$ cat src/sv/fxa_pkg.sv
// fixed-point alu package: mode codes, payload and work types, saturation helper
// no dependencies
package fxa_pkg;

	localparam int FRAC_BITS_DEF = 8;
	localparam int NUM_W         = 48;

	localparam logic [3:0] MODE_ADD = 4'd0;
	localparam logic [3:0] MODE_SUB = 4'd1;
	localparam logic [3:0] MODE_MUL = 4'd2;
	localparam logic [3:0] MODE_DIV = 4'd3;
	localparam logic [3:0] MODE_MIN = 4'd4;
	localparam logic [3:0] MODE_MAX = 4'd5;
	localparam logic [3:0] MODE_INC = 4'd6;
	localparam logic [3:0] MODE_DEC = 4'd7;
	localparam logic [3:0] MODE_I2F = 4'd8;
	localparam logic [3:0] MODE_F2I = 4'd9;

	localparam logic signed [31:0] MAX32 = 32'sh7fffffff;
	localparam logic signed [31:0] MIN32 = 32'sh80000000;

	typedef struct packed {
		logic [3:0]         mode;
		logic signed [31:0] left_raw;
		logic signed [31:0] right_raw;
	} in_t;

	typedef struct packed {
		logic signed [31:0] result_value;
		logic               is_less;
		logic               is_equal;
		logic               is_greater;
		logic               overflow_flag;
		logic               divide_by_zero;
	} out_t;

	typedef struct packed {
		logic [3:0]         mode;
		logic               neg;
		logic               lt;
		logic               eq;
		logic               gt;
		logic signed [31:0] simple_res;
		logic               simple_ovf;
		logic               dz;
		logic [31:0]        den;
		logic [NUM_W-1:0]   num;
		logic [31:0]        rem;
		logic [NUM_W-1:0]   quo;
		logic [63:0]        prod;
	} work_t;

	// {overflow, value} for a signed magnitude clamped to 32 bits
	function automatic logic [32:0] sat_mag(input logic [63:0] mag, input logic neg);
		logic [32:0] r;
		if (neg) begin
			if (mag > 64'h8000_0000) r = {1'b1, MIN32};
			else r = {1'b0, 32'(-mag[31:0])};
		end else begin
			if (mag > 64'h7fff_ffff) r = {1'b1, MAX32};
			else r = {1'b0, mag[31:0]};
		end
		return r;
	endfunction

endpackage

$ cat src/sv/fxa_stream_if.sv
// valid/ready channel carrying one payload per transfer
// depends on nothing; payload type is a parameter
interface fxa_stream_if #(parameter type payload_t = logic) ();
	logic     valid;
	logic     ready;
	payload_t data;

	modport source(output valid, output data, input ready);
	modport sink(input valid, input data, output ready);
endinterface

$ cat src/sv/fxa_prep.sv
// front stage: magnitudes, compare flags, multiply, simple operations
// depends on fxa_pkg
module fxa_prep #(
	parameter int FRACTION_BITS = fxa_pkg::FRAC_BITS_DEF
) (
	input  logic          clk,
	input  logic          arst_n,
	input  logic          in_valid,
	output logic          in_ready,
	input  fxa_pkg::in_t  in_data,
	output logic          out_valid,
	input  logic          out_ready,
	output fxa_pkg::work_t out_data
);
	import fxa_pkg::*;

	localparam logic signed [32:0] ONE  = 33'sd1 <<< FRACTION_BITS;
	localparam logic [32:0]        HALF = 33'd1 << (FRACTION_BITS - 1);

	logic               v_s1;
	work_t              w_s1;
	work_t              w;
	logic signed [31:0] l, r;
	logic [31:0]        mag_l, mag_r;
	logic signed [32:0] sum;
	logic signed [47:0] ext;
	logic [32:0]        f2i;
	logic               do_sat;

	assign l     = in_data.left_raw;
	assign r     = in_data.right_raw;
	assign mag_l = l[31] ? 32'(-l) : 32'(l);
	assign mag_r = r[31] ? 32'(-r) : 32'(r);

	always_comb begin
		w            = '0;
		w.mode       = in_data.mode;
		w.neg        = l[31] ^ r[31];
		w.lt         = l < r;
		w.eq         = l == r;
		w.gt         = l > r;
		w.den        = mag_r;
		w.num        = {mag_l, 16'b0};
		w.prod       = 64'(mag_l) * 64'(mag_r);
		w.dz         = (in_data.mode == MODE_DIV) && (r == 32'sd0);
		sum          = '0;
		do_sat       = 1'b0;
		ext          = {{16{l[31]}}, l} <<< FRACTION_BITS;
		f2i          = ({1'b0, mag_l} + HALF) >> FRACTION_BITS;
		case (in_data.mode)
			MODE_ADD: begin sum = {l[31], l} + {r[31], r}; do_sat = 1'b1; end
			MODE_SUB: begin sum = {l[31], l} - {r[31], r}; do_sat = 1'b1; end
			MODE_INC: begin sum = {l[31], l} + ONE; do_sat = 1'b1; end
			MODE_DEC: begin sum = {l[31], l} - ONE; do_sat = 1'b1; end
			MODE_MIN: w.simple_res = (l < r) ? l : r;
			MODE_MAX: w.simple_res = (l > r) ? l : r;
			MODE_I2F: begin
				if (ext[47:31] == {17{1'b0}} || ext[47:31] == {17{1'b1}}) begin
					w.simple_res = ext[31:0];
				end else begin
					w.simple_ovf = 1'b1;
					w.simple_res = ext[47] ? MIN32 : MAX32;
				end
			end
			MODE_F2I: w.simple_res = l[31] ? 32'(-f2i[31:0]) : f2i[31:0];
			default: w.simple_res = '0;
		endcase
		if (do_sat) begin
			if (sum[32] != sum[31]) begin
				w.simple_ovf = 1'b1;
				w.simple_res = sum[32] ? MIN32 : MAX32;
			end else begin
				w.simple_res = sum[31:0];
			end
		end
	end

	assign in_ready = !v_s1 || out_ready;

	always_ff @(posedge clk or negedge arst_n) begin
		if (!arst_n) v_s1 <= 1'b0;
		else if (in_ready) v_s1 <= in_valid;
	end

	always_ff @(posedge clk) begin
		if (in_ready && in_valid) w_s1 <= w;
	end

	assign out_valid = v_s1;
	assign out_data  = w_s1;
endmodule

$ cat src/sv/fxa_div_cell.sv
// one restoring division step: one quotient bit per cell
// depends on fxa_pkg
module fxa_div_cell (
	input  logic           clk,
	input  logic           arst_n,
	input  logic           in_valid,
	output logic           in_ready,
	input  fxa_pkg::work_t in_data,
	output logic           out_valid,
	input  logic           out_ready,
	output fxa_pkg::work_t out_data
);
	import fxa_pkg::*;

	logic        v_q;
	work_t       w_q;
	work_t       w;
	logic [32:0] trial;
	logic        ge;

	always_comb begin
		trial = {in_data.rem, in_data.num[NUM_W-1]};
		ge    = trial >= {1'b0, in_data.den};
		w     = in_data;
		w.rem = ge ? 32'(trial - {1'b0, in_data.den}) : trial[31:0];
		w.quo = {in_data.quo[NUM_W-2:0], ge};
		w.num = {in_data.num[NUM_W-2:0], 1'b0};
	end

	assign in_ready = !v_q || out_ready;

	always_ff @(posedge clk or negedge arst_n) begin
		if (!arst_n) v_q <= 1'b0;
		else if (in_ready) v_q <= in_valid;
	end

	always_ff @(posedge clk) begin
		if (in_ready && in_valid) w_q <= w;
	end

	assign out_valid = v_q;
	assign out_data  = w_q;
endmodule

$ cat src/sv/fxa_finish.sv
// output stage: rounding and saturation of multiply and divide, result register
// depends on fxa_pkg
module fxa_finish #(
	parameter int FRACTION_BITS = fxa_pkg::FRAC_BITS_DEF
) (
	input  logic           clk,
	input  logic           arst_n,
	input  logic           in_valid,
	output logic           in_ready,
	input  fxa_pkg::work_t in_data,
	output logic           out_valid,
	input  logic           out_ready,
	output fxa_pkg::out_t  out_data
);
	import fxa_pkg::*;

	localparam logic [63:0] HALF = 64'd1 << (FRACTION_BITS - 1);

	logic        v_q;
	out_t        o_q;
	out_t        o;
	logic [32:0] sat;
	logic [63:0] qr;
	logic        up;

	always_comb begin
		o                = '0;
		o.is_less        = in_data.lt;
		o.is_equal       = in_data.eq;
		o.is_greater     = in_data.gt;
		o.divide_by_zero = in_data.dz;
		up               = {in_data.rem, 1'b0} >= {1'b0, in_data.den};
		qr               = '0;
		sat              = '0;
		case (in_data.mode)
			MODE_MUL: begin
				qr  = (in_data.prod + HALF) >> FRACTION_BITS;
				sat = sat_mag(qr, in_data.neg);
				o.result_value  = sat[31:0];
				o.overflow_flag = sat[32];
			end
			MODE_DIV: begin
				if (!in_data.dz) begin
					qr  = 64'(in_data.quo) + 64'(up);
					sat = sat_mag(qr, in_data.neg);
					o.result_value  = sat[31:0];
					o.overflow_flag = sat[32];
				end
			end
			default: begin
				o.result_value  = in_data.simple_res;
				o.overflow_flag = in_data.simple_ovf;
			end
		endcase
	end

	assign in_ready = !v_q || out_ready;

	always_ff @(posedge clk or negedge arst_n) begin
		if (!arst_n) v_q <= 1'b0;
		else if (in_ready) v_q <= in_valid;
	end

	always_ff @(posedge clk) begin
		if (in_ready && in_valid) o_q <= o;
	end

	assign out_valid = v_q;
	assign out_data  = o_q;
endmodule

$ cat src/sv/q24_8_fixed_point_alu_top.sv
// signed fixed-point alu: front stage, a row of division cells, output stage
// one fxa_prep front stage, 32 + FRACTION_BITS fxa_div_cell cells, one fxa_finish stage
// one item per cycle while rsp is ready; each cell holds one item, stalls only when full
// the divide row is one quotient bit per cell; the multiply sits in the front stage
// reset clears the valid bits only; also depends on fxa_pkg and fxa_stream_if
module q24_8_fixed_point_alu_top #(
	parameter int FRACTION_BITS = fxa_pkg::FRAC_BITS_DEF
) (
	input logic       clk,
	input logic       arst_n,
	fxa_stream_if.sink   req,
	fxa_stream_if.source rsp
);
	import fxa_pkg::*;

	localparam int N_CELLS = 32 + FRACTION_BITS;

	work_t w   [N_CELLS+1];
	logic  v   [N_CELLS+1];
	logic  rdy [N_CELLS+1];

	fxa_prep #(.FRACTION_BITS(FRACTION_BITS)) u_prep (
		.clk(clk), .arst_n(arst_n),
		.in_valid(req.valid), .in_ready(req.ready), .in_data(req.data),
		.out_valid(v[0]), .out_ready(rdy[0]), .out_data(w[0])
	);

	for (genvar i = 0; i < N_CELLS; i++) begin : g_cell
		fxa_div_cell u_cell (
			.clk(clk), .arst_n(arst_n),
			.in_valid(v[i]), .in_ready(rdy[i]), .in_data(w[i]),
			.out_valid(v[i+1]), .out_ready(rdy[i+1]), .out_data(w[i+1])
		);
	end

	fxa_finish #(.FRACTION_BITS(FRACTION_BITS)) u_finish (
		.clk(clk), .arst_n(arst_n),
		.in_valid(v[N_CELLS]), .in_ready(rdy[N_CELLS]), .in_data(w[N_CELLS]),
		.out_valid(rsp.valid), .out_ready(rsp.ready), .out_data(rsp.data)
	);
endmodule
$ cat src/flat_wrapper.sv
// flat-port wrapper written by rule: the top's interface ports become plain ports
module q24_8_fixed_point_alu_top_flat import fxa_pkg::*;
#(
	parameter int FRACTION_BITS = fxa_pkg::FRAC_BITS_DEF
)
  (clk, arst_n, req_valid, req_data, req_ready, rsp_valid, rsp_data, rsp_ready);
  fxa_stream_if req_i ();
  fxa_stream_if rsp_i ();
  input logic clk;
  input logic arst_n;
  input wire logic [$bits(req_i.valid)-1:0] req_valid;
  input wire logic [$bits(req_i.data)-1:0] req_data;
  output wire logic [$bits(req_i.ready)-1:0] req_ready;
  output wire logic [$bits(rsp_i.valid)-1:0] rsp_valid;
  output wire logic [$bits(rsp_i.data)-1:0] rsp_data;
  input wire logic [$bits(rsp_i.ready)-1:0] rsp_ready;
  assign req_i.valid = req_valid;
  assign req_i.data = req_data;
  assign req_ready = req_i.ready;
  assign rsp_valid = rsp_i.valid;
  assign rsp_data = rsp_i.data;
  assign rsp_i.ready = rsp_ready;
  q24_8_fixed_point_alu_top #(.FRACTION_BITS(FRACTION_BITS)) u_core (.clk(clk), .arst_n(arst_n), .req(req_i), .rsp(rsp_i));
endmodule
$ cat config.mk
export PLATFORM = sky130hd
export DESIGN_NAME = q24_8_fixed_point_alu_top_flat
export DESIGN_NICKNAME = d
export VERILOG_FILES = /design/src/sv/fxa_pkg.sv /design/src/sv/fxa_stream_if.sv /design/src/sv/fxa_prep.sv /design/src/sv/fxa_div_cell.sv /design/src/sv/fxa_finish.sv /design/src/sv/q24_8_fixed_point_alu_top.sv /design/src/flat_wrapper.sv
export SDC_FILE = /design/constraint.sdc
export NUM_CORES = 1
export LEC_CHECK = 0
export ABC_AREA = 1
export CELL_PAD_IN_SITES_DETAIL_PLACEMENT = 1
export CELL_PAD_IN_SITES_GLOBAL_PLACEMENT = 1
export CORE_ASPECT_RATIO = 1.1
export CORE_MARGIN = 2
export CORE_UTILIZATION = 44
export CTS_CLUSTER_DIAMETER = 120
export DETAILED_ROUTE_END_ITERATION = 16
export DONT_BUFFER_PORTS = 1
export PLACE_DENSITY_LB_ADDON = 0.1
export RECOVER_POWER = 25
export SETUP_SLACK_MARGIN = 0.15
export SYNTH_ARGS = -nofsm -noshare
export SYNTH_HDL_FRONTEND = slang
export SYNTH_SLANG_ARGS = --single-unit
$ cat constraint.sdc
create_clock -name clk -period 3.1 [get_ports clk]
set_input_delay 0 -clock clk [delete_from_list [all_inputs] [get_ports clk]]
set_output_delay 0 -clock clk [all_outputs]
set_load 0.05 [all_outputs]
# Word level (Yosys, flattened, before mapping)
# Index checks and enable logic that the tools add are counted.
totals:
  inputBits: 5
  output_inout_bits: 3
  elab_cells: 126
  register_bits: 42
classes:
  n_reduce_logical: 84
ops:
  columns: ["cell", "n"]
  rows:
  - ["1-bit zero test", 42]
  - ["1-bit logical OR", 42]

# Logic depth before layout (Yosys ltp)
# Gate-level depths: netlist of run 1.
logic_depth:
  ltp_word: 43
  mapped_depth: 23
  depth_no_buf: 23

# Cells and area by module
# A second synthesis of run 1 with hierarchy kept.
unflattened:
  hier_cells: 45070
  hier_area_um2: 506544.6
by_module_without_submodules:
  columns: ["module", "area_per_inst_um2", "instances", "seq_area_each_um2", "cells_each"]
  rows:
  - ["fxa_div_cell at u_core.g_cell[0].u_cell ...", 11192.0, 34, 7982.7, 920]
  - ["fxa_div_cell at u_core.g_cell[23].u_cell ...", 11208.2, 5, 7982.7, 925]
  - ["fxa_prep", 49177.2, 1, 5129.9, 6375]
  - ["fxa_div_cell at u_core.g_cell[28].u_cell", 11220.8, 1, 7982.7, 924]
  - ["fxa_finish", 9574.2, 1, 1136.1, 1865]
  - ["q24_8_fixed_point_alu_top", 3.8, 1, 0.0, 1]

# Worst setup path after synthesis of run 1
# No wires, ideal clock.
synth_path:
  kind: "register -> register"
  start: "reg u_core.u_finish.v_q (netlist: u_core.u_finish.out_valid)"
  end: "reg u_core.u_prep.v_s1 (netlist: u_core.u_prep.out_valid)"
  stages_incl_launch_ff: 23
  setup_time_ns: 0.085
  required_ns: 3.015
  path_slack_ns: -0.573
  path_buffers: 0
  arrival_ns: 3.588
  period_less_slack_ns: 3.673
  cell_sequence: "dfrtp_1 -> nand3_2 -> nor2_4 -> nand4_4 -> nor2_4 -> nand4_4 -> nor2_4 -> nand4_4 -> nor2_4 -> nand4_4 -> nor2_4 -> nand4_4 -> nor2_4 -> nand4_4 -> nor2_4 -> nand4_4 -> nor2_4 -> nand4_4 -> nor2_4 -> nand4_2 -> nor2_2 -> nand4_1 -> nand2_1"
synth_between:
  elab_chain_cells: 43
synth_rtl:
  columns: ["item", "line_no", "rtl"]
  rows:
  - ["from (decl)", "fxa_finish.sv:19", "logic v_q;"]
  - ["from (signal assigned)", "fxa_finish.sv:61", "else if (in_ready) v_q <= in_valid;"]
  - ["1-bit zero test", "fxa_finish.sv:57", "assign in_ready = !v_q || out_ready;"]
  - ["1-bit logical OR", "fxa_finish.sv:57", null]
  - ["1-bit logical OR (40 in a row)", "fxa_div_cell.sv:30", "assign in_ready = !v_q || out_ready;"]
  - ["1-bit logical OR", "fxa_prep.sv:78", "assign in_ready = !v_s1 || out_ready;"]
  - ["named net req_ready", "flat_wrapper.sv:13", "output wire logic [$bits(req_i.ready)-1:0] req_ready;"]
  - ["to (signal assigned)", "fxa_prep.sv:82", "else if (in_ready) v_s1 <= in_valid;"]
  - ["to (decl)", "fxa_prep.sv:20", "logic v_s1;"]
# The timed path passes the listed nets, and every way through them passes these cells.
# A chain may end at the register's enable or synchronous reset.

# Worst setup path in the final report of run 1
layout_path:
  start: "reg u_core.u_finish.v_q (netlist: u_core.u_finish.out_valid)"
  end: "out req_ready"
layout_between:
  elab_chain_cells: 43
layout_rtl:
  columns: ["item", "line_no"]
  rows:
  - ["1-bit zero test", "fxa_finish.sv:57"]
  - ["1-bit logical OR", "fxa_finish.sv:57"]
  - ["1-bit logical OR (40 in a row)", "fxa_div_cell.sv:30"]
  - ["1-bit logical OR", "fxa_prep.sv:78"]
  - ["to (decl)", "flat_wrapper.sv:13"]
# Every way passes these cells.

==> results of run 1 <==
-- metrics by stage --
step	cell area (um^2)	instances
after floorplan	1760	149
after global placement	1840	202
after detailed placement	1840	202
after CTS	2060	226
after global routing	2130	233
final	2130	233
-- layout make-up --
class	count	share of cell area, %
clock buffer	8	3.76
inverter	31	5.64
multi-input combinational	75	28.5
sequential	42	49.4
tap	52	3.06
timing repair buffer	25	9.64
-- registers in the layout (all words and copies together) (netlist names) --
register                        flops
u_core.g_cell.u_cell.out_valid     40
u_core.u_finish.out_valid           1
u_core.u_prep.out_valid             1
-- kinds of logic (layout without fill, tap and decap cells) --
logic type / count (synthesis) / after routing
other cells: 1 / 1
buf+inv: 32 / 64
simple gates: 64 / 64
compound gates: 10 / 10
flops: 42 / 42
-- worst paths after layout --
check / startpoint / to / slack, ps / cells after the start
max in group asynchronous: arst_n / u_core.u_finish.out_valid$_DFFE_PN0P_ / 790 / 2
max: u_core.u_finish.out_valid$_DFFE_PN0P_ / req_ready / -160 / 22
min in group asynchronous: arst_n / u_core.g_cell[39].u_cell.out_valid$_DFFE_PN0P_ / 910 / 2
max reg2reg: u_core.u_finish.out_valid$_DFFE_PN0P_ / u_core.g_cell[0].u_cell.out_valid$_DFFE_PN0P_ / 20 / 24
min: rsp_ready / u_core.g_cell[35].u_cell.out_valid$_DFFE_PN0P_ / 130 / 6
min reg2reg: u_core.g_cell[38].u_cell.out_valid$_DFFE_PN0P_ / u_core.g_cell[39].u_cell.out_valid$_DFFE_PN0P_ / 480 / 2
-- cell usage in the layout (no fill, tap or decap), types with 2 or more instances in the layout --
cell type and n:
o21bai_1 2, dfrtp_1 41, clkinv_2 3, nor2_1 8, nor2_4 10, a31o_2 4, dlygate4sd3_1 4, buf_4 17
nand4_4 9, nand2_1 22, nand2_2 3, clkbuf_1 4, buf_6 3, inv_1 25, inv_2 3, or2_2 6
or2_1 4, a31o_1 2, clkbuf_8 5
-- worst register-to-register path: stages, from the launching register on --
cell	delay (ps)
dfrtp_2	370
nand3_2	100
nor2_4	130
nand4_4	100
nor2_4	130
nand4_4	100
nor2_4	130
nand4_4	100
nor2_4	120
nand4_4	100
nor2_4	130
nand4_4	100
nor2_4	130
nand4_4	100
nor2_4	160
nand4_4	100
nor2_4	130
nand4_4	100
nor2_4	130
nand4_4	100
nor2_4	100
buf_4	110
buf_6	80
nand2_2	60
o21bai_2	100
-- power by group through the flow --
stage / Combinational [mW] / Sequential, mW / Clock (mW)
after floorplan: 0.0826 / 0.649 / 0
after global placement: 0.0958 / 0.649 / 0
after detailed placement: 0.0998 / 0.653 / 0
after CTS: 0.138 / 0.642 / 0.346
after global routing: 0.155 / 0.648 / 0.372
final: 0.138 / 0.642 / 0.327
-- what timing repair did --
action | in CTS | in global routing
hold buffers | 5 | 0
setup buffers | 11 | 7
hold endpoints to repair | 45 | 0
gates resized for setup | 1 | 7
pin swaps | 4 | 4
setup endpoints to repair | 5 | 9
-- metal layers --
layer / routed length (um) / track usage [%] / vias up
met5: 0 / 0 / -
met1: 1130 / 15.7 / 527
met3: 74 / 3.86 / 4
met2: 1480 / 24.5 / 11
li1: - / - / 516
met4: 30 / 5.67 / 0
==> results.ini, run 1 <==
[synthesis]
synth.most_common_cell=dfrtp_1
netlist_top_cells_count=dfrtp_1, inv_1, nand2_1
async_flop_share_pct=100
synth_compound_area_share_pct=4.97
synth_top_cell_by_area=dfrtp_1
synth_top_area_share_pct=59.6
synth_cell_types=21
synth_top_family_by_area=simple AND/OR/NAND/NOR gates
synthTopCellsByArea=dfrtp_1, nand4_4, nor2_4
yosysWarnings=0
yosys.area_share.xor_xnor_pct=0
synthMuxAreaShare_pct=0
syn_nets=154
synth-edff-count=0
ys_seq_elements=42
yosysSeqAreaShare_pct=59.6
synthAdderAreaFrac_pct=0
yosys.area_share.simple_pct=28.0
ys.flop_type=dfrtp_1
syn_area_um2=1760
synth_cells=149
synth.avg_cell_area_um2=11.8

[clock_tree]
cts.sinks=42
cts_buffer_depth=2
insertion_delay_ps=280
cts_tree=yes
clock_tree.root_cell=clkbuf_8
htree_levels=2
cts_buffers=5
path_clk_slew_ps=80

[worst_hold_path]
hold_path_class=in -> reg

[power_and_ir_drop]
combPwrFrac_pct=12.4
switchingPower_uw=286
power.density_nw_per_um2=520
power.total_mw=1.11
p_clk_share_pct=29.5
peakVddDrop_mv=0.315
internal_power_uw=821
p_sw_share_pct=25.8
p_leak_nw=0.998
p_seq_share_pct=58.0

[worst_setup_path]
crit_type=reg -> out
slowest_stage=dfrtp_2
cp_num_buf_inv=1
worst_ep_arrival_time_ps=3260
cpPeakStageDelay_ps=370
critical_path.max_fanout=3
worst_path_most_repeated_cell=nor2_4
path_delay_family=simple AND/OR/NAND/NOR gates
required_ps=3100
cp-start-kind=register
crit_path_end_kind=output pin
cp_cell_sequence=nand3_2, nor2_4, nand4_4, nor2_4, nand4_4, nor2_4, nand4_4, nor2_4, nand4_4, nor2_4, nand4_4, nor2_4, nand4_4, nor2_4, nand4_4, nor2_4, nand4_4, nor2_4, nand4_4, nor2_4, nand4_1, buf_6

[drt]
drt_iter0_markers=13
drc=0
firstDrtPassIters=4
wl_um=2710
dr_total_vias=1058
wire_per_inst_um=11.6
via_per_inst=4.54
antenna_left=0

[sta]
fin_crit_ps=3260
slew_headroom_pct=-46.4
finalWorstSetupSlack_ps=-157
max_freq_ghz=0.307
rsz0062_at_grt=yes
finalMaxSlewViolations=43
timing.final.crit_share_pct=105
finalHoldViolCount=0
finalSetupTns_ps=-157
fin_skew_ps=6.10
setup_viol=1
holdWs_ps=126
worst_slew_pin_slew_ps=2200

[global_route]
antenna_found_initial=0
gr-usage-all-layers_pct=13.9
grt_pass1_vias=1169
grt_max_degree=43
grt_pass1_wl_um=4910
overflow=0

[run_status]
violations=max-capacitance violations, max-slew violations, negative setup slack
outcome=finished with violations

[finish]
regArea_um2=1050
areaGrowthSynthToFinish_pct=20.7
nets=185
multi_input_area_um2=606
postLayoutCoreUtil_pct=54.5
fillers=417
n_antenna_cell=0
layout-drive-gt1-share_pct=37.0

[placement]
io_buffer_count=0
dp_slack_ps=-58.1
hpwl_um=1790
gp_congestion=0.690

[die]
rows=24
core_area_um2=3900
die_w_um=64.4
die_y_um=70.4
start_util_pct=45.2
die_area_um2=4530
boundaryPins=8

[run]
cap_violations=1

(Power assumes the default switching activity.)
==> run 2, diff against run 1 <==
- CORE_UTILIZATION: 44 -> 50
==> run 2 against run 1 <==
Against the previous run:
- register-to-register slack got worse by 150 ps
- first-iteration DRC count rose by 54%
- largest power group unchanged
- sequential share of layout area fell by 1.0 points
- clock skew rose by 9.0 ps
- the flow still finishes with violations (max-capacitance violations, max-slew violations, negative setup slack)
- via count rose by 4.4%
- non-clock buffer count rose by 7
- sequential power barely moved
- fmax fell by 7.1%
- wire length rose by 24%
==> results.ini, run 2 (synthesis gave the netlist of run 1 again) <==
[finish]
nets=192  ; was 185
fillers=360  ; was 417
n_antenna_cell=0  ; unchanged
mostFrequentLayoutCell=dfrtp_1  ; unchanged
largest_reg_flops=40  ; unchanged
regArea_um2=1050  ; unchanged
stdcell_count=236  ; was 233
areaGrowthSynthToFinish_pct=23.3  ; was 20.7%
layout-drive-gt1-share_pct=40.4  ; was 37.0%
multi_input_area_um2=606  ; unchanged
layout_common_cells=dfrtp_1, inv_1, buf_4  ; was dfrtp_1, inv_1, nand2_1

[sta]
setup_viol=4  ; was 1
finalWorstSetupSlack_ps=-408  ; was -157 ps
worst_slew_pin_slew_ps=2220  ; was 2200 ps
fin_crit_ps=3510  ; was 3260 ps
fin_skew_ps=15.1  ; was 6.10 ps
finalSetupTns_ps=-604  ; was -157 ps
timing.final.crit_share_pct=113  ; was 105%
finalMaxSlewViolations=43  ; unchanged
max_freq_ghz=0.285  ; was 0.307 GHz
finalHoldViolCount=0  ; unchanged
rsz0062_at_grt=yes  ; unchanged
slew_headroom_pct=-48.1  ; was -46.4%

[drt]
dr_total_vias=1105  ; was 1,058
wl_um=3370  ; was 2710 um
drt_iter0_markers=20  ; was 13
antenna_left=0  ; unchanged
wire_per_inst_um=14.3  ; was 11.6 um
drc=0  ; unchanged
via_per_inst=4.68  ; was 4.54
firstDrtPassIters=2  ; was 4

[placement]
place_inst=198  ; was 202
gp_congestion=0.678  ; was 0.690
io_buffer_count=0  ; unchanged
hpwl_um=1930  ; was 1790 um

[power_and_ir_drop]
switchingPower_uw=305  ; was 286 uW
p_sw_share_pct=27.1  ; was 25.8%
power.density_nw_per_um2=518  ; was 520 nW/um^2
internal_power_uw=821  ; about the same
p_leak_nw=1.03  ; was 0.998 nW
p_clk_share_pct=29.5  ; about the same
combPwrFrac_pct=13.3  ; was 12.4%
power.total_mw=1.13  ; was 1.11 mW
peakVddDrop_mv=0.304  ; was 0.315 mV
p_seq_share_pct=57.2  ; was 58.0%

[worst_setup_path]
crit_type=reg -> out  ; unchanged
crit_path_end_kind=output pin  ; unchanged
critical_path.max_fanout=3  ; unchanged
cp-start-kind=register  ; unchanged
worst_ep_arrival_time_ps=3510  ; was 3260 ps
required_ps=3100  ; about the same

[run]
cap_violations=1  ; unchanged

[die]
rows=22  ; was 24
core_area_um2=3360  ; was 3900 um^2
boundaryPins=8  ; unchanged
die_w_um=60.6  ; was 64.4 um
die_y_um=66.3  ; was 70.4 um
die_area_um2=4020  ; was 4530 um^2
start_util_pct=52.5  ; was 45.2%

[clock_tree]
htree_levels=2  ; unchanged
path_clk_slew_ps=130  ; was 80 ps
cts_tree=yes  ; unchanged
cts_buffer_depth=2  ; unchanged
insertion_delay_ps=350  ; was 280 ps
cts.sinks=42  ; unchanged
clock_tree.root_cell=clkbuf_4  ; was clkbuf_8
cts_buffers=5  ; unchanged

[global_route]
gr-usage-all-layers_pct=20.0  ; was 13.9%
grt_pass1_vias=1270  ; was 1,169
grt_pass1_wl_um=5760  ; was 4910 um
grt_max_degree=43  ; unchanged
antenna_found_initial=0  ; unchanged
overflow=0  ; unchanged

[run_status]
violations=max-capacitance violations, max-slew violations, negative setup slack  ; unchanged
outcome=finished with violations  ; unchanged

[worst_hold_path]
hold_path_class=in -> reg  ; unchanged

==> run 2: changes by cell type in the layout (fill, tap and decap cells not counted) <==
cell / change
clkbuf_4: +5
buf_6: -1
buf_4: +7
clkbuf_1: -3
dlygate4sd3_1: +1
clkbuf_8: -2
==> run 2: metal layers <==
| metal | wire length [um] | part of all wire (%) | track usage (%) | up-vias |
|---|---|---|---|---|
| li1 | - | - | - | 531 |
| met1 | 1260 | 37 | 21.0 | 557 |
| met2 | 1970 | 59 | 37.5 | 11 |
| met3 | 84 | 2.5 | 5.28 | 6 |
| met4 | 51 | 1.5 | 6.52 | 0 |
| met5 | 0 | 0 | 0 | - |
==> run 2: worst max-delay path, cell delays in order, from the launching register on <==
cell and delay [ps]:
dfrtp_1 400, nand3_2 120, nor2_4 120, nand4_4 100
nor2_4 140, nand4_4 110, nor2_4 130, nand4_4 100
nor2_4 130, nand4_4 100, nor2_4 130, nand4_4 100
nor2_4 140, nand4_4 100, nor2_4 160, nand4_4 110
nor2_4 160, nand4_4 110, nor2_4 140, nand4_4 100
nor2_4 120, nand4_1 140, buf_6 190
==> run 2: path summary, 6_finish.rpt <==
kind / from / cells after the start / to / slack, ps
min in group asynchronous: arst_n / 2 / u_core.u_finish.out_valid$_DFFE_PN0P_ / 830
max in group asynchronous: arst_n / 2 / u_core.u_finish.out_valid$_DFFE_PN0P_ / 870
worst max-delay path: u_core.g_cell[39].u_cell.out_valid$_DFFE_PN0P_ / 22 / req_ready / -410
worst max register to register: u_core.g_cell[39].u_cell.out_valid$_DFFE_PN0P_ / 23 / u_core.u_prep.out_valid$_DFFE_PN0P_ / -130
worst min register to register: u_core.g_cell[38].u_cell.out_valid$_DFFE_PN0P_ / 2 / u_core.g_cell[39].u_cell.out_valid$_DFFE_PN0P_ / 490
worst min-delay path: rsp_ready / 7 / u_core.g_cell[31].u_cell.out_valid$_DFFE_PN0P_ / 70
==> run 2: area by class of cell <==
cell class | instances | area share (%)
clock buffers | 8 | 3.63
inverters | 31 | 5.53
multi-input cells | 75 | 27.9
flip-flops and latches | 42 | 48.4
well taps | 48 | 2.76
repair buffers | 32 | 11.8
==> run 2: what timing repair did <==
item / CTS / global route
resized for setup: 4 / 3
pin swaps: 2 / 2
buffers inserted: 11 / 13
endpoints found under the hold margin: 46 / 0
hold buffers: 6 / 0
setup endpoints to repair: 6 / 10
==> run 2: metrics by stage <==
step | utilization (%) | setup slack, ps | hold slack (ps) | instance area (um^2)
4_1_cts | 62.0 | -401 | 56.9 | 2080
2_1_floorplan | - | -420 | -296 | 1760
5_1_grt | 64.7 | -710 | 89.8 | 2170
3_3_place_gp | 54.5 | 0.872 | -295 | 1830
3_5_place_dp | 54.5 | -155 | -295 | 1830
6_report | 64.7 | -408 | 71.6 | 2170
==> run 2: power groups by stage <==
stage | registers (mW) | clock network (mW) | logic (mW)
finish | 0.644 | 0.332 | 0.150
global route | 0.651 | 0.366 | 0.167
CTS | 0.643 | 0.339 | 0.138
detailed placement | 0.654 | 0 | 0.0997
global placement | 0.649 | 0 | 0.0943
floorplan | 0.649 | 0 | 0.0826
